File: src/rtl/tgsp_pkg.sv
// shared types, constants and cordic helpers for the terrain grid to sphere point unit
// no dependencies
`default_nettype none

package tgsp_pkg;

    localparam int GRID_DIVISIONS = 32;
    localparam int GRID_SHIFT     = $clog2(GRID_DIVISIONS);
    localparam int MAX_LEVEL      = 24;

    localparam int CORDIC_STEPS   = 28;
    localparam int STEPS_PER_STG  = 2;
    localparam int CORDIC_STAGES  = CORDIC_STEPS / STEPS_PER_STG;
    localparam int CORDIC_LAT     = CORDIC_STAGES + 1;
    localparam int SCALE_LAT      = 4;
    localparam int TOTAL_LAT      = 1 + CORDIC_LAT + SCALE_LAT;

    localparam logic signed [33:0] CORDIC_GAIN = 34'sd652032874;

    localparam logic [1:0] REG_HEIGHT_ENABLE = 2'd0;
    localparam logic [1:0] REG_HEIGHT_RATE   = 2'd1;
    localparam logic [1:0] REG_EARTH_RADIUS  = 2'd2;

    localparam logic [9:0] RATE_MIN   = 10'd128;
    localparam logic [9:0] RATE_MAX   = 10'd768;
    localparam logic [9:0] RATE_RESET = 10'd256;
    localparam logic [22:0] RADIUS_RESET = 23'd6378137;

    localparam logic [31:0] ATAN_TURN [CORDIC_STEPS] = '{
        32'd536870912, 32'd316933406, 32'd167458907, 32'd85004756, 32'd42667330,
        32'd21354465, 32'd10679838, 32'd5340245, 32'd2670163, 32'd1335087,
        32'd667544, 32'd333772, 32'd166886, 32'd83443, 32'd41722, 32'd20861,
        32'd10430, 32'd5215, 32'd2608, 32'd1304, 32'd652, 32'd326, 32'd163,
        32'd81, 32'd41, 32'd20, 32'd10, 32'd5
    };

    typedef struct packed {
        logic signed [33:0] x;
        logic signed [33:0] y;
        logic signed [33:0] z;
    } t_cs;

    typedef logic signed [33:0] t_trig;

    // one rotation step, index is elaboration constant
    function automatic t_cs cordic_step(input t_cs v, input int i);
        t_cs r;
        logic signed [33:0] dx;
        logic signed [33:0] dy;
        logic signed [33:0] at;
        dx = v.y >>> i;
        dy = v.x >>> i;
        at = signed'({2'b00, ATAN_TURN[i]});
        if (!v.z[33]) begin
            r.x = v.x - dx;
            r.y = v.y + dy;
            r.z = v.z - at;
        end else begin
            r.x = v.x + dx;
            r.y = v.y - dy;
            r.z = v.z + at;
        end
        return r;
    endfunction

    // clamp to the 29-bit signed output range
    function automatic logic signed [28:0] sat29(input logic signed [35:0] v);
        if (v > 36'sd268435455) begin
            return 29'sd268435455;
        end else if (v < -36'sd268435456) begin
            return -29'sd268435456;
        end
        return v[28:0];
    endfunction

endpackage

`default_nettype wire

File: src/rtl/tgsp_front.sv
// front stage: grid angles and radius for one sample
// depends on tgsp_pkg
`default_nettype none

module tgsp_front import tgsp_pkg::*; (
    input  wire logic               i_clk,
    input  wire logic               i_en,
    input  wire logic [4:0]         i_level,
    input  wire logic [23:0]        i_tile_x,
    input  wire logic [23:0]        i_tile_y,
    input  wire logic [5:0]         i_grid_row,
    input  wire logic [5:0]         i_grid_col,
    input  wire logic signed [15:0] i_height,
    input  wire logic               i_height_enable,
    input  wire logic [9:0]         i_height_rate,
    input  wire logic [22:0]        i_earth_radius,
    output logic [31:0]             o_lat,
    output logic [31:0]             o_lon,
    output logic [27:0]             o_radius
);

    logic [4:0]         w_lv;
    logic [5:0]         w_sh;
    logic [63:0]        w_ty;
    logic [63:0]        w_tx;
    logic [39:0]        w_cy;
    logic [39:0]        w_cx;
    logic signed [27:0] w_term;
    logic [27:0]        n_radius;
    logic [31:0]        r_lat;
    logic [31:0]        r_lon;
    logic [27:0]        r_radius;

    always_comb begin
        w_lv = (i_level > 5'(MAX_LEVEL)) ? 5'(MAX_LEVEL) : i_level;
        w_sh = 6'd32 - {1'b0, w_lv};
        w_ty = 64'(i_tile_y) << w_sh;
        w_tx = 64'(i_tile_x) << w_sh;
        w_cy = (40'(i_grid_row) << w_sh) >> GRID_SHIFT;
        w_cx = (40'(i_grid_col) << w_sh) >> GRID_SHIFT;
        w_term = 28'(i_height) * signed'({18'd0, i_height_rate});
        n_radius = {1'b0, i_earth_radius, 4'd0};
        if (i_height_enable && w_term > 28'sd0) begin
            n_radius = n_radius + 28'(w_term >>> 4);
        end
    end

    always_ff @(posedge i_clk) begin
        if (i_en) begin
            r_lat    <= w_ty[31:0] + w_cy[31:0] + 32'h8000_0000;
            r_lon    <= w_tx[31:0] + w_cx[31:0] + 32'h8000_0000;
            r_radius <= n_radius;
        end
    end

    assign o_lat    = r_lat;
    assign o_lon    = r_lon;
    assign o_radius = r_radius;

endmodule

`default_nettype wire

File: config.mk
export PLATFORM = sky130hd
export DESIGN_NAME = tgsp_front
export DESIGN_NICKNAME = d
export VERILOG_FILES = /design/src/rtl/tgsp_pkg.sv /design/src/rtl/tgsp_front.sv
export SDC_FILE = /design/constraint.sdc
export NUM_CORES = 1
export LEC_CHECK = 0
export ABC_AREA = 0
export BUFFER_PORTS_ARGS = -buffer_cell sky130_fd_sc_hd__buf_2
export CAP_MARGIN = 20
export CORE_ASPECT_RATIO = 1.4
export CORE_UTILIZATION = 30
export CTS_BUF_LIST = sky130_fd_sc_hd__clkbuf_16
export DETAILED_ROUTE_END_ITERATION = 7
export SLEW_MARGIN = 20
export SYNTH_ARGS = -nofsm -noshare
export SYNTH_HDL_FRONTEND = slang
export SYNTH_SLANG_ARGS = --single-unit
export TNS_END_PERCENT = 10
File: constraint.sdc
create_clock -name i_clk -period 8.3 [get_ports i_clk]
set_clock_uncertainty 0.05 [all_clocks]
set_input_delay 1.245 -clock i_clk [delete_from_list [all_inputs] [get_ports i_clk]]
set_output_delay 1.245 -clock i_clk [all_outputs]
set_load 0.01 [all_outputs]
Word-level counts from Yosys, hierarchy flattened --
Index checks and enable logic that the tools add are counted.
Storage, ports and cells: flip-flop bits (word level) 92, output and inout port bits 92, word-level logic and storage cells 20
Cells by class: $add $sub $neg 6, $mul 1, order comparisons 2, shift-type cells 4, muxes and demuxes 2, reductions and logical operators 1
Operator list (number):
- 6-bit by 6-bit left shift with 37-bit output | 2
- 32-bit adder | 2
- 32-bit adder (second input constant) | 2
- 24-bit by 6-bit left shift with 32-bit output | 2
- 27-bit by 28-bit adder with 28-bit output | 1
- 27-bit by 1-bit > comparator with 1-bit output (second input constant) | 1
- 16-bit by 11-bit multiplier with 27-bit output | 1
- 27-bit 2-to-1 mux | 1
- 6-bit by 5-bit subtractor with 6-bit output (first input constant) | 1
- 5-bit > comparator (second input constant) | 1
- 5-bit 2-to-1 mux | 1
- 1-bit logical AND | 1

Longest topological paths before layout --
Gate-level depths: netlist (run 1).
depth in word-level cells 6, depth in mapped cells 29

Worst setup path after synthesis (run 1) --
Ideal clock, no wire load.
kind input to register, start point input port i_height_rate[7], end point register r_radius[24] (netlist: o_radius[24]) (data pin), setup time 260 ps, arrival time 7823 ps, setup slack 166 ps, stages 24, buffers on the path 1, cells stage by stage clkbuf_1 nand2_1 fa_1 inv_1 fa_1 fa_1 fa_1 inv_1 fa_1 inv_1 ha_1 and4_1 a211oi_1 o2111ai_2 a21bo_2 and2_1 a211oi_1 a211o_1 ha_1 a21o_1 or3_1 o21ai_0 xnor2_1 mux2_4
On the way: longest elaborated chain between the ends 4, elaborated cells between the ends (all ways) 5
RTL lines:
- start: declaration | line tgsp_front.sv:15 | input wire logic [9:0] i_height_rate,
- 16-bit by 11-bit multiplier with 27-bit output * | line tgsp_front.sv:41 | w_term = 28'(i_height) * signed'({18'd0, i_height_rate});
- 27-bit by 1-bit > comparator with 1-bit output | line tgsp_front.sv:43 | if (i_height_enable && w_term > 28'sd0) begin
- 1-bit logical AND | line tgsp_front.sv:43
- 27-bit 2-to-1 mux * | line tgsp_front.sv:43
- via n_radius[24] | line tgsp_front.sv:29 | logic [27:0] n_radius;
- end signal: assignment | line tgsp_front.sv:52 | r_radius <= n_radius;
- end: declaration | line tgsp_front.sv:32 | logic [27:0] r_radius;
Mark *: on every way through the listed nets, which the timed path passes. The rest lies on a longest branch. A chain may end at the register's enable or synchronous reset.

Final worst setup path (run 1) --
start point input port i_height_rate[7], end point register r_radius[25] (netlist: o_radius[25]) (data pin)
The elaborated chain is that of the path after synthesis.

==> out/results.ini, run 1 <==
[run_status]
outcome = completed

[placed_design]
hpwlAfterDp_um = 48000
routabilityCongestion = 0.958
port_buffers = 208

[synthesis]
synth-seq-cells = 92
synthFlopType = edfxtp_1
synth_top_area_cell = fa_1
syn-cell-area_um2 = 17700
ys_async_sr_fraction_pct = 0
synth_top_area_share_pct = 16.7
synth_edf_count = 92
synthCells = 1996
ys_types = 83
ys.warnings.count = 0
syn_avg_cell_area_um2 = 8.87
synth_area_leaders = fa_1 (17%), edfxtp_1 (16%), ha_1 (15%)
yosysSeqAreaShare_pct = 15.6

[clocking]
postCtsSetupRepairBufs = 0
cts.sinks = 92
cts_tree = yes
cts_made_buffers = 9
cts.path.max_buffers = 2
cts-root-buf = clkbuf_16
clkTransAtPathRegs_ns = 0.07
htree_num_levels = 3
hold_buffers = 0

[sta]
setup_viol = 0
maxSlewViolCount = 0
hold_violations = 0
finalCriticalPeriod_ns = 8.01
grt_setup_unrepaired = true
slew_headroom_pct = 45.9
hold_ws_ns = 1.13
tightestPinTransition_ns = 0.811
max_freq_mhz = 125
post-route-period-util_pct = 96.4

[global_routing]
track_usage_pct = 18.5
grt_pass1_wl_um = 87200
globalRouteOverflowTotal = 0
antenna_found_initial = 10
grt_pass1_vias = 16500
grt_start_max_net_pins = 58

[hold_path]
hp-class = input pin to flop
worstHoldPathCells = 2

[route]
antenna_left = 0
vias = 15400
drcViolationCount = 0
drtIter0Drc = 655
wirelength_um = 55500
via_per_inst = 5.09
firstDrtPassIters = 5
wl_per_cell_um = 18.4

[setup_path]
worstSetupPathType = input pin to flop
endpoint_kind = flop
worstPathArrival_ns = 8.09
crit_fanout = 14
crit_required_ns = 8.39
critPathLaunchType = input pin

[finish]
area_growth_pct = 16.7
fin_util_pct = 35.3
nFillCells = 6029
drive_above_1_share_pct = 17.9
fin_nets = 2742

[flow_run]
maxCapViolations = 0

[floorplanning]
io_pins = 209
rows = 105
dieArea_um2 = 60000
die_h_um = 289
coreArea_um2 = 58500
die_x_um = 207
initial_core_util_pct = 30.3

## critical path: stages
cell       delay [ns]
buf_2            0.25
buf_4            0.18
nand2_1          0.07
fa_1             0.47
fa_1             0.55
inv_1            0.05
fa_1             0.46
fa_1             0.54
inv_1            0.05
fa_1             0.53
inv_1            0.04
ha_1             0.29
nand4_1          0.12
a211o_1          0.30
o2111ai_2        0.27
a2111oi_2        0.13
or4_1            0.53
and2_2           0.20
ha_1             0.29
a21o_1           0.16
nor2b_1          0.06
a21oi_1          0.18
a41oi_1          0.16
buf_4            0.17
o21ai_1          0.24
a32o_1           0.21
a21oi_1          0.06
mux2_4           0.27
## logic make-up (layout without fill, tap and decap cells)
logic type / after synthesis / after routing / synth area share [%]
AOI/OAI and AO/OA: 416 / 416 / 16.0
xor gates and xnor gates: 90 / 90 / 4.45
adders and majority gates: 360 / 360 / 31.7
buffers and inverters: 291 / 558 / 6.41
DFF: 92 / 92 / 15.6
muxes: 180 / 180 / 10.7
other: 1 / 9 / 0.0212
and+or+nand+nor: 566 / 566 / 15.0
## what timing repair did
action | in CTS | in global routing
endpoints found under the setup margin | 0 | 9
resized for setup | 0 | 11
hold endpoints to repair | 0 | 0
## final cells by class
class	count	area (um2)	area share [%]
tap	749	937	4.54
clock inverter	7	42.5	0.206
clock buffer	9	225	1.09
inverter	214	803	3.89
timing repair buffer	328	1960	9.48
antenna	1	2.50	0.0121
multi-input combinational	1620	13900	67.4
sequential	92	2760	13.4
## Yosys cell counts (33+ instances only)
library cell / count
o21ai_0: 61
fa_1: 148
clkbuf_1: 56
a21o_1: 38
edfxtp_1: 92
nor2_1: 164
nand2_1: 177
o22ai_1: 33
inv_1: 214
and2_1: 101
ha_1: 212
mux2i_1: 155
a21oi_1: 108
xnor2_1: 67
## worst paths after layout
| check | slack, ns | from | endpoint |
|---|---|---|---|
| max | 0.29 | i_height_rate[7] | o_radius[25]$_DFFE_PP_ |
| min | 1.13 | i_earth_radius[13] | o_radius[17]$_DFFE_PP_ |
## layout by cell type, fill, tap and decap left out, types with 66 or more instances in the layout
cell type / count
inv_1: 214
fa_1: 148
buf_4: 120
xnor2_1: 66
edfxtp_1: 92
buf_2: 207
mux2i_1: 154
and2_1: 101
a21oi_1: 107
nand2_1: 177
ha_1: 211
nor2_1: 163
## metal layers
layer  routed length (um)  global-route usage (%)  up-vias
met5                  102                       0        -
met4                 2470                    9.10       14
met3                 2070                    2.71      129
met2                30400                    37.5      364
met1                20500                    18.3     7371
li1                     -                       -     7508
## stage by stage
stage / area [um2] / setup WS (ns) / cells / setup TNS, ns
2_1_floorplan: 17700 / 0.166 / 2003 / 0
3_3_place_gp: 20300 / -0.128 / 3003 / -0.504
3_5_place_dp: 20300 / -0.340 / 3003 / -1.65
4_1_cts: 20600 / 0.0727 / 3019 / 0
5_1_grt: 20700 / -0.0599 / 3020 / -0.0846
6_report: 20700 / 0.295 / 3020 / 0
## state kept, by name, indices dropped and copies added, names as in the netlist
name	flops
o_lat	32
o_radius	28
o_lon	32
Power of run 1 is not shown: default switching activity piles up to over one toggle a cycle in this logic, so the estimate is an artifact.
==> inputs of run 2 (changes only) <==
--- a/config.mk
+++ b/config.mk
@@ -12,6 +12,7 @@
 export CORE_UTILIZATION = 30
 export CTS_BUF_LIST = sky130_fd_sc_hd__clkbuf_16
 export DETAILED_ROUTE_END_ITERATION = 7
+export RECOVER_POWER = 25
 export SLEW_MARGIN = 20
 export SYNTH_ARGS = -nofsm -noshare
 export SYNTH_HDL_FRONTEND = slang
==> out/results.ini, run 2 (synthesized netlist as in run 1, its figures left out) <==
[floorplanning]
rows = 105
initial_core_util_pct = 30.3
die_h_um = 289
dieArea_um2 = 60000
die_x_um = 207
coreArea_um2 = 58500
io_pins = 209

[run_status]
violations = max-capacitance violations, max-slew violations
outcome = complete, but fails checks

[placed_design]
routabilityCongestion = 0.958
hpwlAfterDp_um = 48000
place_area_um2 = 20300
port_buffers = 208

[route]
drtIter0Drc = 630
met1_length_um = 20500
drcViolationCount = 0
wl_per_cell_um = 18.4
wl_met3_um = 2260
highest_layer = met5
via_per_inst = 5.10
vias = 15400
firstDrtPassIters = 7
wirelength_um = 55600
met2WireLength_um = 30400
antenna_left = 0

[sta]
post-route-period-util_pct = 96.5
grt_setup_unrepaired = true
maxSlewViolCount = 37
setup_viol = 0
tightestPinTransition_ns = 2.09
max_freq_mhz = 125
slew_headroom_pct = -39.1
fin_tns_setup_ns = 0
hold_violations = 0
finalCriticalPeriod_ns = 8.01

[finish]
mostFrequentLayoutCells = inv_1 (214), ha_1 (211), nand2_1 (177), buf_2 (174), nor2_1 (163)
area_growth_pct = 16.4
fin_nets = 2742
fin_util_pct = 35.2
final_common_cell = inv_1
design_area_um2 = 20600
drive_above_1_share_pct = 16.4

[hold_path]
hp-class = input pin to flop

[clocking]
cts-root-buf = clkbuf_16
cts_made_buffers = 9
clkTransAtPathRegs_ns = 0.07
hold_buffers = 0
cts.sinks = 92
postCtsSetupRepairBufs = 0
cts.path.max_buffers = 2
cts_tree = yes
htree_num_levels = 3

[setup_path]
slowest_stage = fa_1
crit_fanout = 14
worstSetupPathType = input pin to flop
crit_family = adder cells
crit_required_ns = 8.39
max_stage_delay_ns = 0.54
worstPathArrival_ns = 8.10
critPathLaunchType = input pin
path_common_cell = fa_1
endpoint_kind = flop
cp_num_buf_inv = 5

[global_routing]
globalRouteOverflowTotal = 0
track_usage_pct = 18.5
grt_pass1_wl_um = 87200
grt_start_max_net_pins = 58
antenna_found_initial = 10
grt_pass1_vias = 16500

[flow_run]
maxCapViolations = 1

[run 2: final timing paths]
path | from | end | depth (start not counted)
worst max-delay path | i_height_rate[6] | o_radius[25]$_DFFE_PP_ | 27
worst min-delay path | i_earth_radius[13] | o_radius[17]$_DFFE_PP_ | 2
[run 2: area by class of cell]
class | instances | area [um2]
Fill cell | 6044 | 37900
Multi-Input combinational cell | 1620 | 13900
Sequential cell | 92 | 2760
Timing Repair Buffer | 328 | 1910
Tap cell | 749 | 937
Inverter | 214 | 803
Clock buffer | 9 | 225
Clock inverter | 7 | 42.5
Antenna cell | 1 | 2.50
[run 2: timing repair]
action                                  in CTS  in global routing
gates resized for setup                      0                 11
endpoints found under the setup margin       0                  9
hold endpoints to repair                     0                  0
[run 2: per-layer routing]
metal  track usage (%)  vias to the layer above
met3              2.71                      121
met5                 0                        -
met1              18.3                     7377
met4              9.10                       14
met2              37.5                      391
li1                  -                     7506
[run 2: through the flow]
| stage | setup slack, ns | hold slack, ns | cells |
|---|---|---|---|
| 2_1_floorplan | 0.166 | 1.31 | 2003 |
| 3_3_place_gp | -0.128 | 1.52 | 3003 |
| 3_5_place_dp | -0.340 | 1.52 | 3003 |
| 4_1_cts | 0.0727 | 1.11 | 3019 |
| 5_1_grt | -0.0599 | 1.12 | 3020 |
| 6_report | 0.288 | 1.14 | 3020 |
Power of run 2 is left out for the same reason.
==> inputs of run 3 (changes only) <==
--- a/config.mk
+++ b/config.mk
@@ -9,8 +9,8 @@
 export BUFFER_PORTS_ARGS = -buffer_cell sky130_fd_sc_hd__buf_2
 export CAP_MARGIN = 20
 export CORE_ASPECT_RATIO = 1.4
+export CORE_MARGIN = 5
 export CORE_UTILIZATION = 30
-export CTS_BUF_LIST = sky130_fd_sc_hd__clkbuf_16
 export DETAILED_ROUTE_END_ITERATION = 7
 export RECOVER_POWER = 25
 export SLEW_MARGIN = 20
==> out/results.ini, run 3 (synthesized netlist as in run 1, its figures left out) <==
[clocking]
cts-root-buf = clkbuf_16
cts_tree = yes
htree_num_levels = 3
clkTransAtPathRegs_ns = 0.07
cts.sinks = 92
postCtsSetupRepairBufs = 0
cts_made_buffers = 9
hold_buffers = 0
cts.path.max_buffers = 2

[route]
drtIter0Drc = 637
highest_layer = met5
firstDrtPassIters = 7
vias = 15500
met2WireLength_um = 30400
drcViolationCount = 0
wl_met3_um = 2720
wirelength_um = 56700
wl_per_cell_um = 18.7
met1_length_um = 20900
via_per_inst = 5.13
antenna_left = 0

[finish]
drive_above_1_share_pct = 16.2
area_growth_pct = 16.9
fin_util_pct = 35.3
final_cells = 3027
mostFrequentLayoutCells = inv_1 (214), ha_1 (211), nand2_1 (177), buf_2 (169), nor2_1 (163)
fin_nets = 2745
final_common_cell = inv_1

[setup_path]
slowest_stage = fa_1
worstSetupPathType = input pin to flop
cp_num_buf_inv = 5
path_common_cell = fa_1
cp.depth = 26
startpoint = i_height_rate[7]
crit_fanout = 13
endpoint_kind = flop
critPathLaunchType = input pin
crit_required_ns = 8.36
endpoint = o_radius[26]$_DFFE_PP_
worstPathArrival_ns = 8.05
max_stage_delay_ns = 0.56
crit_family = adder cells

[sta]
setup_viol = 0
grt_setup_unrepaired = false
tightestPinTransition_ns = 1.69
max_freq_mhz = 125
finalCriticalPeriod_ns = 7.99
slew_headroom_pct = -12.9
worst_slack_ns = 0.309
hold_ws_ns = 1.14
maxSlewViolCount = 34
post-route-period-util_pct = 96.3
hold_violations = 0

[placed_design]
port_buffers = 208
placed_cells = 3006
hpwlAfterDp_um = 49100
routabilityCongestion = 0.933
dp_slack_ns = -0.273

[global_routing]
track_usage_pct = 17.3
globalRouteOverflowTotal = 0
antenna_found_initial = 11
grt_pass1_wl_um = 89000
grt_start_max_net_pins = 72
grt_pass1_vias = 16300

[floorplanning]
die_h_um = 297
initial_core_util_pct = 30.2
coreArea_um2 = 58600
io_pins = 209
dieArea_um2 = 64000
rows = 105
die_x_um = 215

[run_status]
violations = max-capacitance violations, max-slew violations
outcome = complete, but fails checks

[hold_path]
hp-class = input pin to flop

[flow_run]
maxCapViolations = 1

-- run 3: per-stage QoR --
| stage | instance area, um2 | TNS [ns] |
|---|---|---|
| 6_report | 20700 | 0 |
| 5_1_grt | 20700 | 0 |
| 4_1_cts | 20700 | 0 |
| 3_5_place_dp | 20400 | -1.49 |
| 3_3_place_gp | 20400 | -0.778 |
| 2_1_floorplan | 17700 | 0 |
-- run 3: cell type report --
cell class / instances / area (um2)
Clock inverter: 6 / 62.6
Inverter: 214 / 803
Multi-Input combinational cell: 1620 / 13900
Tap cell: 749 / 937
Fill cell: 6109 / 37900
Timing Repair Buffer: 331 / 1950
Sequential cell: 92 / 2760
Clock buffer: 10 / 229
Antenna cell: 5 / 12.5
-- run 3: what timing repair did --
item,4_1_cts,5_1_grt
resized for setup,0,16
endpoints found under the setup margin,0,9
endpoints found under the hold margin,0,0
-- run 3: worst min-delay path by stage --
| stage | from | to | slack (ns) | depth (start not counted) |
|---|---|---|---|---|
| 2_1_floorplan | i_en | o_lat[0]$_DFFE_PP_ | 1.31 | 0 |
| 3_3_place_gp | i_earth_radius[15] | o_radius[19]$_DFFE_PP_ | 1.53 | 2 |
| 3_5_place_dp | i_earth_radius[19] | o_radius[23]$_DFFE_PP_ | 1.53 | 2 |
| 4_1_cts | i_earth_radius[15] | o_radius[19]$_DFFE_PP_ | 1.10 | 2 |
| 5_1_grt | i_earth_radius[15] | o_radius[19]$_DFFE_PP_ | 1.12 | 2 |
| 6_report | i_earth_radius[15] | o_radius[19]$_DFFE_PP_ | 1.14 | 2 |
-- run 3: metal layers --
metal,up-vias,GRT usage [%]
li1,7512,-
met1,7457,18.1
met2,431,33.8
met3,121,2.76
met4,4,7.67
met5,-,0
Power of run 3 is left out for the same reason.
